[config.mk]
export PLATFORM = sky130hd
export DESIGN_NAME = cpc_out
export DESIGN_NICKNAME = d
export VERILOG_FILES = /design/src/rtl/cpc_pkg.sv /design/src/rtl/cpc_out.sv
export SDC_FILE = /design/constraint.sdc
export NUM_CORES = 1
export LEC_CHECK = 0
export BUFFER_PORTS_ARGS = -buffer_cell sky130_fd_sc_hd__buf_2
export CAP_MARGIN = 5
export CORE_ASPECT_RATIO = 1.4
export CORE_MARGIN = 1.5
export CORE_UTILIZATION = 35
export CTS_BUF_LIST = sky130_fd_sc_hd__clkbuf_8
export DETAILED_ROUTE_END_ITERATION = 10
export GPL_TIMING_DRIVEN = 0
export SLEW_MARGIN = 0
export SYNTH_ARGS = -nofsm -noshare
export SYNTH_HDL_FRONTEND = slang
export SYNTH_SLANG_ARGS = --single-unit
[constraint.sdc]
create_clock -name clock -period 4.18 [get_ports clock]
set_input_delay 0.627 -clock clock [delete_from_list [all_inputs] [get_ports clock]]
set_output_delay 0.627 -clock clock [all_outputs]
set_load 0.02 [all_outputs]
[src/rtl/cpc_pkg.sv]
// ---------------------------------------------------------------------------
// cpc_pkg
// Types, constants and helper functions of the color to pixel converter.
// ---------------------------------------------------------------------------
package cpc_pkg;

   localparam int COLOR_W = 24;
   localparam int INDEX_W = 8;
   localparam int PIXEL_W = 32;
   localparam int DIST_W  = 18;
   localparam int COUNT_W = 9;
   localparam int CSR_IDX_W  = 3;
   localparam int CSR_DATA_W = 9;

   localparam logic [DIST_W-1:0] DIST_START = DIST_W'(3 * 256 * 256);

   localparam logic [4:0] RED_POS_RESET   = 5'd16;
   localparam logic [3:0] RED_WID_RESET   = 4'd8;
   localparam logic [4:0] GREEN_POS_RESET = 5'd8;
   localparam logic [3:0] GREEN_WID_RESET = 4'd8;
   localparam logic [4:0] BLUE_POS_RESET  = 5'd0;
   localparam logic [3:0] BLUE_WID_RESET  = 4'd8;
   localparam logic [COUNT_W-1:0] COUNT_RESET = 9'd16;

   typedef enum logic [CSR_IDX_W-1:0] {
      CSR_PIXEL_MODE     = 3'd0,
      CSR_RED_POSITION   = 3'd1,
      CSR_RED_WIDTH      = 3'd2,
      CSR_GREEN_POSITION = 3'd3,
      CSR_GREEN_WIDTH    = 3'd4,
      CSR_BLUE_POSITION  = 3'd5,
      CSR_BLUE_WIDTH     = 3'd6,
      CSR_PALETTE_COUNT  = 3'd7
   } csr_index_type;

   typedef enum logic {
      FUNC_CONVERT = 1'b0,
      FUNC_WRITE   = 1'b1
   } func_type;

   typedef enum logic {
      MODE_PACKED  = 1'b0,
      MODE_PALETTE = 1'b1
   } pixel_mode_type;

   typedef struct packed {
      pixel_mode_type     pixel_mode;
      logic [4:0]         red_position;
      logic [3:0]         red_width;
      logic [4:0]         green_position;
      logic [3:0]         green_width;
      logic [4:0]         blue_position;
      logic [3:0]         blue_width;
      logic [COUNT_W-1:0] palette_count;
   } cfg_type;

   typedef struct packed {
      logic               valid;
      func_type           func;
      logic [COLOR_W-1:0] color;
      logic [INDEX_W-1:0] palette_index;
      logic [DIST_W-1:0]  best_dist;
      logic [INDEX_W-1:0] best_index;
   } token_type;

   function automatic logic [15:0] sq_diff(input logic [7:0] a, input logic [7:0] b);
      logic [7:0] d;
      d = (a > b) ? (a - b) : (b - a);
      return 16'(d) * 16'(d);
   endfunction

   function automatic logic [PIXEL_W-1:0] place_field(input logic [7:0] chan,
                                                      input logic [4:0] pos,
                                                      input logic [3:0] width);
      logic [8:0] mask;
      logic [3:0] w;
      w    = (width > 4'd8) ? 4'd8 : width;
      mask = (9'd1 << w) - 9'd1;
      return {24'd0, chan & mask[7:0]} << pos;
   endfunction

endpackage

[src/rtl/cpc_out.sv]
// ---------------------------------------------------------------------------
// cpc_out
// Output register: packs channels or forwards the chosen palette index.
// ---------------------------------------------------------------------------
module cpc_out
   import cpc_pkg::*;
(
   input  logic               clock,
   input  logic               reset,
   input  logic               advance,
   input  cfg_type            cfg,
   input  token_type          tok,
   output logic               rsp_valid,
   output logic [PIXEL_W-1:0] rsp_pixel
);

   logic               valid_ff;
   logic               valid_in;
   logic [PIXEL_W-1:0] pixel_ff;
   logic [PIXEL_W-1:0] pixel_in;

   always_comb begin
      valid_in = tok.valid && (tok.func == FUNC_CONVERT);
      if (cfg.pixel_mode == MODE_PACKED) begin
         pixel_in = place_field(tok.color[23:16], cfg.red_position, cfg.red_width)
                  | place_field(tok.color[15:8], cfg.green_position, cfg.green_width)
                  | place_field(tok.color[7:0], cfg.blue_position, cfg.blue_width);
      end else begin
         pixel_in = PIXEL_W'(tok.best_index);
      end
   end

   always_ff @(posedge clock) begin
      if (reset) begin
         valid_ff <= 1'b0;
      end else if (advance) begin
         valid_ff <= valid_in;
      end
   end

   always_ff @(posedge clock) begin
      if (advance) begin
         pixel_ff <= pixel_in;
      end
   end

   assign rsp_valid = valid_ff;
   assign rsp_pixel = pixel_ff;

endmodule

# Word-level counts from Yosys, hierarchy flattened
# Index checks and enable logic that the tools add are counted.
# W data, S select, Z words.
[word_totals]
output_inout_bits = 33
inputBits = 100
ff_bits = 33
word_cells = 26
[op_classes]
n_mux = 4
n_addsub = 3
n_reduce_logical = 1
n_lt_le_gt_ge = 3
bitwise_logic = 6
shift = 6
[ops]
columns = ["operator", "count"]
rows = [
  ["$shl A8 B5 Y32", 3],
  ["$or A32 B32 Y32", 2],
  ["$and A8 B8 Y8", 3],
  ["$shl A1 B4 Y8 const A", 3],
  ["$sub A8 B1 Y8 const B", 3],
  ["$gt A4 B4 Y1 const B", 3],
  ["$mux W4", 3],
  ["$mux W8", 1],
  ["$logic_and A1 B1 Y1", 1],
  ["$not A1 Y1", 1],
]

# Longest topological paths before layout
[logic_depth]
depth_word = 9
depth_mapped = 11

# Worst setup path before layout
# No wires, ideal clock.
[synth_path]
kind = "in2reg"
start = "input cfg[29] (netlist bit)"
end = "register pixel_ff[24] (netlist: rsp_pixel[24]) (data pin)"
setup_slack_ps = 830
path_stages = 10
path_buffers = 1
setup_time_ps = 152
arrival_ps = 3198
required_time_ps = 4028
path_cell_list = "buf_2 nor4_1 inv_1 ha_1 or3_4 a2111oi_4 a211oi_2 a2111oi_2 o21ai_0 a31oi_1"
[synth_between]
elab_chain_cells = 8
[synth_rtl]
columns = ["item", "line_no", "rtl"]
rows = [
  ["start, declared", "cpc_out.sv:11", "input cfg_type cfg,"],
  ["$gt A4 B4 Y1", "cpc_pkg.sv:77", "w = (width > 4'd8) ? 4'd8 : width;"],
  ["$mux W4 *", "cpc_pkg.sv:77", ""],
  ["$shl A1 B4 Y8 *", "cpc_pkg.sv:78", "mask = (9'd1 << w) - 9'd1;"],
  ["$sub A8 B1 Y8 *", "cpc_pkg.sv:78", ""],
  ["$and A8 B8 Y8 *", "cpc_pkg.sv:79", "return {24'd0, chan & mask[7:0]} << pos;"],
  ["$shl A8 B5 Y32 *", "cpc_pkg.sv:79", ""],
  ["$or A32 B32 Y32 *", "cpc_out.sv:26", "| place_field(tok.color[15:8], cfg.green_position, cfg.green_width)"],
  ["$or A32 B32 Y32 *", "cpc_out.sv:27", "| place_field(tok.color[7:0], cfg.blue_position, cfg.blue_width);"],
  ["end signal, assigned", "cpc_out.sv:43", "pixel_ff <= pixel_in;"],
  ["end, declared", "cpc_out.sv:19", "logic [PIXEL_W-1:0] pixel_ff;"],
]
# Every way passes the cells marked *; elsewhere a longest branch is shown, timed or not.
# A chain may end at the register's enable or synchronous reset.

# Worst setup path after layout
[layout_path]
start = "input cfg[29] (netlist bit)"
end = "register pixel_ff[30] (netlist: rsp_pixel[30]) (data pin)"
# The elaborated chain is that of the path after synthesis.

==> impl_metrics.json <==
{
  "path_clk_slew_ns": 0.06,
  "critical_path_class": "in -> reg",
  "required_ns": 4.28,
  "drc": 0,
  "synth_area_um2": 4160,
  "p_seq_frac": 0.360,
  "grt_overflow_total": 0,
  "place_inst": 776,
  "grtUsageTotal": 0.258,
  "clock_latency_ns": 0.28,
  "final_nets": 742,
  "netSwitchingFraction": 0.391,
  "synth_flop_cell": "edfxtp_1",
  "cap_violations": 0,
  "drt-total-wl_mm": 16.4,
  "hold_path_depth": 2,
  "core_area_um2": 11500,
  "n_fill_cell": 1229,
  "grt_pass1_vias": 4693,
  "dieWidth_um": 95.1,
  "post_cts_buffers": 0,
  "area.growth.synth_to_final_pct": 17.2,
  "antenna_cells": 0,
  "p_leak_uw": 0.00176,
  "fin_crit_sh": 0.931,
  "p_clk_frac": 0.208,
  "wl_per_cell_um": 20.9,
  "dieHeight_um": 132,
  "startpoint_type": "input port",
  "syn_inst": 543,
  "holdWs_ns": 0.475,
  "antenna_found_initial": 0,
  "final_max_slew_viol_count": 0,
  "crit_arrival_ns": 3.99,
  "die_area_um2": 12600,
  "worst-slew-pin-transition_ns": 0.969,
  "avgViaCountPerCell": 6.45,
  "async_flop_share": 0,
  "ir_drop_v": 0.000128,
  "internal_power_uw": 688,
  "instances_no_fill": 784,
  "fmax_ghz": 0.257,
  "fin_tns_setup_ns": 0,
  "max_stage_delay_ns": 0.85,
  "drt-initial-drc-count": 478,
  "cts_tree": "built",
  "path_cells": "buf_2, nor4_1, inv_1, ha_1, or3b_2, mux2i_1, nor3_1, a2111oi_0, a21oi_1, o221ai_1",
  "initial_utilization": 0.363,
  "cts_root_buffer": "clkbuf_8",
  "ys_seq_area_frac": 0.236,
  "ant_nets": 0,
  "io_pins": 133,
  "rsz0062_at_grt": "no",
  "avgSynthCellArea_um2": 7.66,
  "grt_pass1_wl_mm": 25.2,
  "utilization": 0.425,
  "synth_seq_cells": 33,
  "grt_max_degree": 35,
  "relSlewSlack": 0.348,
  "htreeDepth": 2,
  "routabilityCongestion": 0.945,
  "first_pass_iters": 5,
  "reg2reg_depth": 2,
  "syn_nets": 646,
  "finalSetupViolCount": 0,
  "powerDensity_nw_per_um2": 232,
  "end_kind": "flop",
  "placed_cell_area_um2": 4780,
  "timing.final.crit_period_ns": 3.89,
  "slowest_stage": "nor4_1",
  "combPwrFrac": 0.431,
  "fin_skew_ns": 0,
  "hold_path_class": "reg -> reg",
  "switching_power_uw": 441,
  "cts-buffers-inserted": 5,
  "synth-edff-count": 32,
  "drive_above_1_share": 0.216,
  "rows": 46,
  "hpwl_mm": 13.3,
  "status": "finished, final reports clean",
  "clk_path_buf_depth": 2,
  "num_vias": 5058,
  "cts_num_sinks": 33,
  "yosys_warnings": 0,
  "stdcell_area_um2": 4870,
  "ctsResizeCount": 0,
  "hold_violations": 0,
  "ctsHoldBuffers": 0,
  "synth_cell_types": 78,
  "crit_fanout": 9,
  "port_buffers": 89
}
==> placed cells by master, fill, tap and decap left out, types with 10 or more instances in the layout <==
cell type,instances
o21ai_0,27
a21oi_1,24
buf_2,100
a22oi_1,11
nand3b_1,10
clkbuf_1,25
o211ai_1,16
nor3_1,17
nand3_1,20
nor2_1,61
a31oi_1,20
o22ai_1,11
nand2_1,65
inv_1,20
mux2i_1,10
edfxtp_1,32
==> cell type report <==
class                           instances  area (um^2)  share of cell area
Buffer                                 41          194              0.0398
Clock buffer                            6         82.6              0.0169
Clock inverter                          2         7.51             0.00154
Inverter                               21         78.8              0.0162
Multi-Input combinational cell        448         2900               0.596
Sequential cell                        33          981               0.201
Tap cell                              144          180              0.0370
Timing Repair Buffer                   89          445              0.0914
==> path summary, 6_finish.rpt <==
path,from,to,slack [ns]
setup / recovery,cfg[29],rsp_pixel[30],0.29
hold / removal,rsp_valid,rsp_valid,0.47
setup reg to reg,rsp_valid,rsp_valid,3.61
hold reg to reg,rsp_valid,rsp_valid,0.47
==> power groups by stage <==
stage / combinational [uW] / sequential [uW] / clock, uW
3_3_place_gp: 473 / 414 / 0
3_5_place_dp: 476 / 415 / 0
2_1_floorplan: 263 / 457 / 0
4_1_cts: 478 / 408 / 239
5_1_grt: 524 / 410 / 249
6_report: 487 / 407 / 235
==> metrics by stage <==
step / total power (uW) / worst slack [ns]
finish: 1130 / 0.290
global route: 1180 / 0.140
CTS: 1120 / 0.427
detailed placement: 891 / 0.143
global placement: 886 / 0.219
floorplan: 719 / 0.830
==> logic make-up after synthesis <==
family          synth area share
flops                      0.236
simple gates               0.277
fa+ha+maj                0.00903
mux                       0.0376
compound gates             0.375
buf+inv                   0.0656
==> flip-flops by register name, summed over array words and instances (netlist names) <==
name,flops
rsp_valid,1
rsp_pixel,32
==> metal layers <==
metal	up-vias	global-route usage	share of wire	wire length (um)
met3	59	0.0288	0.062	1010
met1	2388	0.308	0.39	6380
met5	-	0	0	0
li1	2353	-	-	-
met4	0	0.136	0.056	924
met2	258	0.441	0.49	8050
==> synthesized netlist by cell type, types with 11 or more instances <==
cell type | n | area [um^2]
nand2_1 | 65 | 244
nor2_1 | 61 | 229
edfxtp_1 | 32 | 961
o21ai_0 | 27 | 135
clkbuf_1 | 25 | 93.8
a21oi_1 | 24 | 120
a31oi_1 | 20 | 125
nand3_1 | 20 | 100
inv_1 | 18 | 67.6
nor3_1 | 17 | 85.1
o211ai_1 | 16 | 120
a22oi_1 | 11 | 82.6
buf_2 | 11 | 55.1
o22ai_1 | 11 | 68.8
==> critical path, delay by kind of cell <==
family          cells  cell delay (ns)
simple gates        3             1.48
buf+inv             2             0.27
mux                 1             0.34
compound gates      3             0.95
fa+ha+maj           1             0.32
No activity file was read; power rests on OpenSTA's default activity.
