==> src/rtl/cpc_pkg.sv <==
// ---------------------------------------------------------------------------
// cpc_pkg
// Types, constants and helper functions of the color to pixel converter.
// ---------------------------------------------------------------------------
package cpc_pkg;

   localparam int COLOR_W = 24;
   localparam int INDEX_W = 8;
   localparam int PIXEL_W = 32;
   localparam int DIST_W  = 18;
   localparam int COUNT_W = 9;
   localparam int CSR_IDX_W  = 3;
   localparam int CSR_DATA_W = 9;

   localparam logic [DIST_W-1:0] DIST_START = DIST_W'(3 * 256 * 256);

   localparam logic [4:0] RED_POS_RESET   = 5'd16;
   localparam logic [3:0] RED_WID_RESET   = 4'd8;
   localparam logic [4:0] GREEN_POS_RESET = 5'd8;
   localparam logic [3:0] GREEN_WID_RESET = 4'd8;
   localparam logic [4:0] BLUE_POS_RESET  = 5'd0;
   localparam logic [3:0] BLUE_WID_RESET  = 4'd8;
   localparam logic [COUNT_W-1:0] COUNT_RESET = 9'd16;

   typedef enum logic [CSR_IDX_W-1:0] {
      CSR_PIXEL_MODE     = 3'd0,
      CSR_RED_POSITION   = 3'd1,
      CSR_RED_WIDTH      = 3'd2,
      CSR_GREEN_POSITION = 3'd3,
      CSR_GREEN_WIDTH    = 3'd4,
      CSR_BLUE_POSITION  = 3'd5,
      CSR_BLUE_WIDTH     = 3'd6,
      CSR_PALETTE_COUNT  = 3'd7
   } csr_index_type;

   typedef enum logic {
      FUNC_CONVERT = 1'b0,
      FUNC_WRITE   = 1'b1
   } func_type;

   typedef enum logic {
      MODE_PACKED  = 1'b0,
      MODE_PALETTE = 1'b1
   } pixel_mode_type;

   typedef struct packed {
      pixel_mode_type     pixel_mode;
      logic [4:0]         red_position;
      logic [3:0]         red_width;
      logic [4:0]         green_position;
      logic [3:0]         green_width;
      logic [4:0]         blue_position;
      logic [3:0]         blue_width;
      logic [COUNT_W-1:0] palette_count;
   } cfg_type;

   typedef struct packed {
      logic               valid;
      func_type           func;
      logic [COLOR_W-1:0] color;
      logic [INDEX_W-1:0] palette_index;
      logic [DIST_W-1:0]  best_dist;
      logic [INDEX_W-1:0] best_index;
   } token_type;

   function automatic logic [15:0] sq_diff(input logic [7:0] a, input logic [7:0] b);
      logic [7:0] d;
      d = (a > b) ? (a - b) : (b - a);
      return 16'(d) * 16'(d);
   endfunction

   function automatic logic [PIXEL_W-1:0] place_field(input logic [7:0] chan,
                                                      input logic [4:0] pos,
                                                      input logic [3:0] width);
      logic [8:0] mask;
      logic [3:0] w;
      w    = (width > 4'd8) ? 4'd8 : width;
      mask = (9'd1 << w) - 9'd1;
      return {24'd0, chan & mask[7:0]} << pos;
   endfunction

endpackage

==> src/rtl/cpc_cell.sv <==
// ---------------------------------------------------------------------------
// cpc_cell
// One palette cell: holds one entry, applies writes addressed to it and
// folds its distance into the running best of a passing transaction.
// ---------------------------------------------------------------------------
module cpc_cell
   import cpc_pkg::*;
#(
   parameter int CELL_INDEX = 0
) (
   input  logic               clock,
   input  logic               reset,
   input  logic               advance,
   input  logic [COUNT_W-1:0] palette_count,
   input  token_type          tok_in,
   output token_type          tok_out
);

   logic [COLOR_W-1:0] entry_ff;
   token_type          tok_ff;
   token_type          tok_in_next;
   logic [DIST_W-1:0]  cand_dist;
   logic               active;
   logic               hit_write;

   always_comb begin
      cand_dist = DIST_W'(sq_diff(tok_in.color[23:16], entry_ff[23:16]))
                + DIST_W'(sq_diff(tok_in.color[15:8],  entry_ff[15:8]))
                + DIST_W'(sq_diff(tok_in.color[7:0],   entry_ff[7:0]));
      active    = COUNT_W'(CELL_INDEX) < palette_count;
      hit_write = tok_in.valid && (tok_in.func == FUNC_WRITE)
                  && (tok_in.palette_index == INDEX_W'(CELL_INDEX));
      tok_in_next = tok_in;
      if (tok_in.valid && (tok_in.func == FUNC_CONVERT) && active
          && (cand_dist < tok_in.best_dist)) begin
         tok_in_next.best_dist  = cand_dist;
         tok_in_next.best_index = INDEX_W'(CELL_INDEX);
      end
   end

   always_ff @(posedge clock) begin
      if (reset) begin
         tok_ff <= '0;
      end else if (advance) begin
         tok_ff <= tok_in_next;
      end
   end

   always_ff @(posedge clock) begin
      if (advance && hit_write) begin
         entry_ff <= tok_in.color;
      end
   end

   assign tok_out = tok_ff;

endmodule

==> config.mk <==
export PLATFORM = sky130hd
export DESIGN_NAME = cpc_cell
export DESIGN_NICKNAME = d
export VERILOG_FILES = /design/src/rtl/cpc_pkg.sv /design/src/rtl/cpc_cell.sv
export SDC_FILE = /design/constraint.sdc
export NUM_CORES = 1
export LEC_CHECK = 0
export ABC_AREA = 1
export BUFFER_PORTS_ARGS = -buffer_cell sky130_fd_sc_hd__buf_2
export CAP_MARGIN = 0
export CORE_UTILIZATION = 45
export DETAILED_ROUTE_END_ITERATION = 12
export GPL_TIMING_DRIVEN = 0
export PLACE_DENSITY = 0.69
export RECOVER_POWER = 100
export SLEW_MARGIN = 20
export SYNTH_ARGS = -nofsm -noshare
export SYNTH_HDL_FRONTEND = slang
export SYNTH_SLANG_ARGS = --single-unit
==> constraint.sdc <==
create_clock -name clock -period 7.55 [get_ports clock]
set_input_delay 0.755 -clock clock [delete_from_list [all_inputs] [get_ports clock]]
set_output_delay 0.755 -clock clock [all_outputs]
set_load 0.01 [all_outputs]
=== After elaboration in Yosys (flattened, before gate mapping) ===
Cells that the tools add are included.

* Add/subtract/negate cells: 8
* Multipliers: 3
* $lt $le $gt $ge: 5
* Multiplexer cells: 4
* Bitwise operators: 1
* Reduce and logical (&&, ||, !) cells: 7

{| class="wikitable"
|+ Operators by type and width
! cell !! number
|-
| $mul 8x8->16 || 3
|-
| $sub 8x8->8 || 6
|-
| $mux 26 || 1
|-
| $gt 8x8->1 || 3
|-
| $mux 8 || 3
|-
| $add 17x16->18 || 1
|-
| $lt 18x18->1 || 1
|-
| $add 16x16->17 || 1
|-
| $lt 1x9->1 const A || 1
|-
| $logic_not 8->1 || 1
|-
| $logic_and 1x1->1 || 6
|-
| $not 1->1 || 1
|}

* Flip-flop bits (word level): 84
* Bits of input ports: 72
* Output and inout port bits: 60
* Word-level logic and storage cells: 35

=== Logic depth before layout (Yosys ltp) ===
Gate-level depths: netlist of the first run.

* Depth after elaboration: 8
* Depth in mapped cells: 52
* Depth with buffers taken out: 50

=== Worst setup path before layout of the first run ===
No wires, ideal clock.

* Path type: input -> register
* Start: input tok_in[42] in the netlist's numbering
* End: register tok_ff, in the netlist tok_out[14]
* Setup time: 0.132 ns
* Arrival time: 8.157 ns
* Data required time: 7.418 ns
* Slack: -0.739 ns
* Stages on the path: 42
* Path buffers: 2
* Path through: inv_1 > ha_1 > inv_1 > fa_1 > nand2_1 > nand2_1 > nand2_1 > nand2_2 > nand2_4 > nand2_1 > o21a_1 > buf_2 > nor2_1 > fa_1 > fa_1 > fa_1 > fa_1 > fa_1 > (+6 left out) > nor2_1 > nand2_1 > nand3_1 > nand2_1 > nand2_1 > nand2_1 > nand2_1 > inv_1 > ha_1 > nand2_1 > nand4_1 > nor2_1 > nand3_1 > inv_1 > clkbuf_1 > nand3_1 > nand3_1 > a21oi_1

* Word-level cells in the longest chain between the ends: 8
* Elaborated cells on any way between the ends: 10
* Classes of those cells: 4 x add/sub; 1 x mul; 2 x order compare; 2 x mux; 1 x reduce/logical

{| class="wikitable"
|+ Ends and longest elaborated chain
! item !! line !! text
|-
| from (decl) || cpc_cell.sv:15 || <nowiki>input token_type tok_in,</nowiki>
|-
| $sub 8x8->8 / $gt 8x8->1 (equally long branches) || cpc_pkg.sv:68 || <nowiki>d = (a > b) ? (a - b) : (b - a);</nowiki>
|-
| $mux 8 (*) || cpc_pkg.sv:68 ||
|-
| $mul 8x8->16 (*) || cpc_pkg.sv:69 || <nowiki>return 16'(d) * 16'(d);</nowiki>
|-
| $add 16x16->17 (*) || cpc_cell.sv:28 || <nowiki>+ DIST_W'(sq_diff(tok_in.color[15:8], entry_ff[15:8]))</nowiki>
|-
| $add 17x16->18 (*) || cpc_cell.sv:29 || <nowiki>+ DIST_W'(sq_diff(tok_in.color[7:0], entry_ff[7:0]));</nowiki>
|-
| $lt 18x18->1 || cpc_cell.sv:35 || <nowiki>&& (cand_dist < tok_in.best_dist)) begin</nowiki>
|-
| $logic_and 1x1->1 || cpc_cell.sv:35 ||
|-
| $mux 26 (*) || cpc_cell.sv:34 || <nowiki>if (tok_in.valid && (tok_in.func == FUNC_CONVERT) && active</nowiki>
|-
| to (signal assigned) || cpc_cell.sv:45 || <nowiki>tok_ff <= tok_in_next;</nowiki>
|-
| to (decl) || cpc_cell.sv:20 || <nowiki>token_type tok_ff;</nowiki>
|}

Every way passes the cells marked *; elsewhere a longest branch is shown, timed or not.
A chain may end at the register's enable or synchronous reset.

=== Final worst setup path of the first run ===
* Start: input tok_in[54] in the netlist's numbering
* End: register tok_ff, in the netlist tok_out[10]

The elaborated chain is that of the path after synthesis.

==> summary.md, run 1 <==
| Metric | Value |
|---|---|
| Gp weighted congestion | `0.8812` |
| Vias in the first global route | `just over 10000` |
| RSZ-0062 raised after global routing | `yes` |
| Min-delay worst type | `reg -> reg` |
| Initial antenna violation count | `0` |
| Post-synthesis sequential area ratio | `between 10% and 20%` |
| Area of the multi-input gates | `roughly 9400 µm²` |
| HPWL Detailed | `22550 µm` |
| CP Data Required Time | `a little under 8 ns` |
| Most frequent cells in the layout | `323 x inv_1, 200 x nand2_1, 129 x buf_2` |
| Slowest CP cell | `fa_2` |
| Ant. Diodes | `0` |
| Antenna Nets Post-Route | `0` |
| I/O pin count | `132` |
| Clock Skews | `between 0.01 and 0.015 ns` |
| Clock Latency Late Sink | `~0.36 ns` |
| DR pass1 iterations | `7` |
| Headroom to the max-slew limit | `54.11%` |
| Netlist cell types | `42` |
| Final #Nets | `between 2000 and 2500` |
| H-Tree Depth | `3` |
| Row cnt | `between 50 and 60` |
| Family with the most delay on the worst path | `adder cells` |
| Asr flop ratio synth | `0%` |
| Syn_area_per_cell | `7.755 µm²` |
| All-layer global routing usage | `22.11%` |
| Worst R2R Setup Slack | `-0.51 ns` |
| Wire length per cell | `between 10 and 15 µm` |
| Worst-Margin Slew | `roughly 0.69 ns` |
| Global-route wire length before repair | `47070 µm` |
| Syn_nets | `around 1900` |
| Min Tclk post-route | `a little over 8 ns` |
| Die Span Y | `162.9 µm` |
| Pre-CTS WS | `-1.121 ns` |
| Die area | `between 20000 and 30000 µm²` |
| PnR worst setup slack | `-0.5415 ns` |
| Wirelength, routed | `29180 µm` |
| DR iter-0 viols | `approximately 420` |
| Max Fclk | `0.1236 GHz` |
| Max Slew Vio Count | `0` |
| Crit Path Category | `in -> reg` |
| Flops & latches, synth | `84` |
| Num CTS Buffers | `9` |
| Worst hold endpoint | `tok_out[12]` |
| Mapped cell area | `between 10000 and 15000 µm²` |
| DRC viols | `0` |
| Die Wd | `162.9 µm` |
| Initial Util | `46.02%` |
| Setup TNS | `-13.24 ns` |
| Final setup viols | `26` |
| Final period util | `107.2%` |
| Clock edge transition at the registers on the reported setup and hold paths | `approximately 0.07 ns` |
| Layout cell share with drive strength beyond 1 | `roughly 32%` |
| IO buf count | `130` |
| Syn-to-layout area delta | `29.94%` |
| CP startpoint kind | `primary input` |
| Grt ovf | `0` |
| Fin. Hold Viols | `0` |
| Number of clock sinks | `between 80 and 90` |
| Top FF cell, synth | `dfxtp_1` |
| Synthesis Warnings | `0` |
| Crit path buf inv count | `9` |
| Outcome | `complete, but fails checks` |
| CP Capture Type | `flop` |
| CP Data Arrival Time | `around 8.4 ns` |
| CTS tree | `yes` |
| Number of max-cap violations | `0` |
| Root buffer cell | `clkbuf_16` |
| Total core area | `roughly 25000 µm²` |
| Vias per cell | `~4.9` |
| RR Startpoint | `entry_ff[0]` |
| Hold Crit Start | `tok_out[12]` |
| EDFF count, synth | `24` |
| Deepest clock path buffer count | `2` |
| Sequential cell area | `1922 µm²` |
| Vias | `about 10000` |
| Cell count after synthesis | `between 1500 and 2000` |
| CP peak stage delay | `0.54 ns` |
| Critical path fanouts, max | `9` |
| Worst r2r path cells | `39` |
| Violated checks | `negative setup slack` |
| R2R Path End | `tok_out[10]` |
| Largest net degree at the start of global routing | `18` |
| Commonest non-fill, non-tap cell in the layout | `inv_1` |
| Hold depth | `2` |
| Filler Cells Inserted | `2116` |
## state kept, by name, summed over array words and instances (netlist names)
signal / count
tok_out: 60
entry_ff: 24
## routing by layer
layer  track usage [%]  share of wire [%]  vias up
met4             6.839                1.9        0
li1                  -                  -     5006
met1             27.63                 42     4925
met3             2.699                4.0       36
met5                 0                  0        -
met2             39.50                 52      195
## repair_timing
action,CTS,global route
setup endpoints to repair,26,26
hold buffers,0,0
pin swaps,65,90
resized for setup,93,133
gates cloned,4,1
buffers inserted,53,26
## stage by stage
stage / hold WS (ns) / utilization (%) / instances / cell area, µm²
after floorplan: 0.4856 / - / 1503 / 12200
after global placement: 0.4499 / 52.39 / 1963 / 13270
after detailed placement: 0.4541 / 52.49 / 1967 / 13290
after CTS: 0.4654 / 56.89 / 2038 / 14410
after global routing: 0.4782 / 59.80 / 2064 / 15150
final: 0.4630 / 59.80 / 2064 / 15150
## layout make-up
type / count / area share (%)
clock inverters: 7 / 0.4461
inverters: 383 / 9.988
repair buffers: 216 / 9.087
well taps: 330 / 2.726
flip-flops and latches: 84 / 12.69
clock buffers: 9 / 1.487
multi-input cells: 1005 / 62.33
plain buffers: 30 / 1.247
## kinds of logic (layout without fill, tap and decap cells)
logic type	count (synthesis)	count (layout)	synth area share [%]
AND/OR/NAND/NOR	517	519	19.86
buffers and inverters	416	645	13.85
adder cells (fa/ha/maj)	280	280	39.01
AO/OA/AOI/OAI	168	168	7.943
flip-flops	84	84	16.49
XOR/XNOR	38	38	2.855
## synth_stat cells (7+ instances only)
cell      count  area, µm²
a21oi_1     100      500.5
clkbuf_1     15      56.30
dfxtp_1      60       1201
edfxtp_1     24      720.7
fa_1        139       2783
ha_1        141       1764
inv_1       368       1381
inv_2        10      37.54
nand2_1     269       1010
nand2_2      25      156.4
nand2_4      10      112.6
nand3_1      64      320.3
nand4_1      13      81.33
nor2_1      105      394.1
nor2_2       11      68.82
o21ai_0      38      190.2
o21ai_1       7      35.03
xnor2_1      14      122.6
xor2_1       24      210.2
## worst max path at each step
| stage | from | to | slack [ns] | depth (start not counted) |
|---|---|---|---|---|
| after CTS | tok_in[50] | tok_out[10] | -0.46 | 46 |
| after global routing | tok_in[54] | tok_out[22] | -0.92 | 39 |
| after detailed placement | tok_in[50] | tok_out[10] | -1.12 | 46 |
| after floorplan | tok_in[50] | tok_out[17] | -0.22 | 47 |
| final | tok_in[54] | tok_out[10] | -0.54 | 39 |
| after global placement | tok_in[34] | tok_out[10] | -1.05 | 45 |
## worst reg2reg max path, delay by kind of cell, from the launching register on
| kind | cells | cell delay, ns |
|---|---|---|
| flops | 1 | 0.44 |
| simple gates | 14 | 1.33 |
| buf+inv | 9 | 0.68 |
| compound gates | 3 | 0.43 |
| fa+ha+maj | 11 | 4.70 |
| xor+xnor | 2 | 0.41 |
Power of run 1 is not shown: default switching activity piles up to over one toggle a cycle in this logic, so the estimate is an artifact.
==> run 2: changes to the inputs <==
==> constraint.sdc (replaced) <==
create_clock -name clock -period 7.55 [get_ports clock]
set_input_delay 1.51 -clock clock [delete_from_list [all_inputs] [get_ports clock]]
set_output_delay 1.51 -clock clock [all_outputs]
set_load 0.01 [all_outputs]
==> summary.md, run 2 (same netlist as run 1, synthesis figures left out) <==
| Metric | Value |
|---|---|
| Wirelength, routed | `29850 µm` |
| Number of max-cap violations | `0` |
| Filler Cells Inserted | `~2100` |
| Commonest non-fill, non-tap cell in the layout | `inv_1` |
| IO buf count | `130` |
| Max reg flops | `60` |
| Layer with the highest usage | `met2` |
| Clock Latency Late Sink | `~0.35 ns` |
| RSZ-0062 raised after global routing | `yes` |
| DR pass1 iterations | `5` |
| Min Tclk post-route | `slightly below 9 ns` |
| Min-delay worst type | `reg -> reg` |
| Grt ovf | `0` |
| R2R Path End | `tok_out[12]` |
| Grt met3 use | `approximately 2.7%` |
| Violated checks | `negative setup slack` |
| Root buffer cell | `clkbuf_16` |
| Die Span Y | `162.9 µm` |
| Clock edge transition at the registers on the reported setup and hold paths | `0.07 ns` |
| Antenna Nets Post-Route | `0` |
| Max Fclk | `0.1127 GHz` |
| Sequential cell area | `1922 µm²` |
| Vias in the first global route | `10215` |
| Gp weighted congestion | `about 0.9` |
| Wire length per cell | `14.40 µm` |
| Clock Skews | `about 0.011 ns` |
| Hold Crit Start | `tok_out[12]` |
| Area of the multi-input gates | `9577 µm²` |
| Worst-Margin Slew | `around 0.86 ns` |
| Worst r2r path cells | `42` |
| Hold_buf cts | `0` |
| Routing usage on met1 | `roughly 28%` |
| Deepest clock path buffer count | `2` |
| H-Tree Depth | `3` |
| Outcome | `complete, but fails checks` |
| CP startpoint | `tok_in[54]` |
| Layout cell share with drive strength beyond 1 | `around 34%` |
| DRC viols | `0` |
| Initial antenna violation count | `0` |
| Num CTS Buffers | `9` |
| Die Wd | `approximately 160 µm` |
| Most frequent cells in the layout | `327 x inv_1, 191 x nand2_1, 134 x buf_2` |
| Met2 track demand over resource | `between 30% and 40%` |
| Number of clock sinks | `84` |
| Die area | `approximately 27000 µm²` |
| Headroom to the max-slew limit | `a little over two fifths` |
| Row cnt | `58` |
| Crit Path Category | `in -> reg` |
| Cell mode on critical path | `fa_1` |
| Syn-to-layout area delta | `31.84%` |
| Critical path fanouts, max | `10` |
| Total core area | `between 20000 and 30000 µm²` |
| All-layer global routing usage | `22.06%` |
| Vias | `10254` |
| Fin. Hold Viols | `0` |
| Global-route wire length before repair | `roughly 47000 µm` |
| Worst R2R Setup Slack | `-0.55 ns` |
| CTS tree | `yes` |
| Largest net degree at the start of global routing | `18` |
| DR iter-0 viols | `489` |
| PnR worst setup slack | `-1.321 ns` |
| Final #Nets | `2090` |
| CP peak stage delay | `around 0.55 ns` |
| I/O pin count | `about 130` |
| CP Data Arrival Time | `9.15 ns` |
| Slowest CP cell | `fa_1` |
| Pre-CTS WS | `-1.876 ns` |
| Final setup viols | `26` |
| CP startpoint kind | `primary input` |
| CP Capture Type | `flop` |
| Ant. Diodes | `0` |
| Final period util | `117.5%` |
| Worst setup path end | `tok_out[12]` |
| Vias per cell | `between 4 and 5` |
| RR Startpoint | `entry_ff[0]` |
| Initial Util | `roughly 46%` |
| HPWL Detailed | `~23000 µm` |
| CP Data Required Time | `between 7 and 8 ns` |
| Max Slew Vio Count | `0` |
| Setup TNS | `-33.63 ns` |
==> run 2: metrics by stage <==
step	utilization (%)	instances	cell area [µm²]	hold WS [ns]
CTS	56.86	2037	14400	0.4654
finish	60.68	2073	15370	0.4603
global placement	52.39	1963	13270	0.4499
floorplan	-	1503	12200	0.4856
detailed placement	52.49	1967	13290	0.4541
global route	60.68	2073	15370	0.4782
==> run 2: timing repair <==
| action | in CTS | in global routing |
|---|---|---|
| hold endpoints to repair | 0 | 0 |
| setup endpoints to repair | 26 | 26 |
| resized for setup | 93 | 158 |
| buffers inserted | 52 | 36 |
| cloned | 4 | 1 |
| pin swaps | 65 | 108 |
==> run 2: critical path: cells and delay by family <==
| kind | cells | cell delay (ns) |
|---|---|---|
| AO/OA/AOI/OAI | 4 | 0.84 |
| XOR/XNOR | 2 | 0.40 |
| adder cells (fa/ha/maj) | 10 | 4.25 |
| buffers and inverters | 9 | 0.84 |
| AND/OR/NAND/NOR | 12 | 1.31 |
==> run 2: area by class of cell <==
class / instances / area share, %
Multi-Input combinational cell: 1005 / 62.32
Buffer: 30 / 1.229
Timing Repair Buffer: 225 / 9.526
Clock buffer: 9 / 1.466
Sequential cell: 84 / 12.51
Tap cell: 330 / 2.687
Clock inverter: 7 / 0.4397
Inverter: 383 / 9.827
==> run 2: worst min-delay path by stage <==
stage,slack (ns),to,cells past startpoint
finish,0.46,tok_out[12],2
global route,0.48,tok_out[18],2
CTS,0.47,tok_out[24],2
detailed placement,0.45,tok_out[24],2
global placement,0.45,tok_out[6],2
floorplan,0.49,tok_out[33],2
==> run 2: layer usage <==
| metal | vias to the layer above | wire length, µm |
|---|---|---|
| met2 | 189 | 15470 |
| met4 | 0 | 717 |
| met1 | 4994 | 12580 |
| li1 | 5022 | - |
| met5 | - | 0 |
| met3 | 49 | 1082 |
Power of run 2 is left out for the same reason.
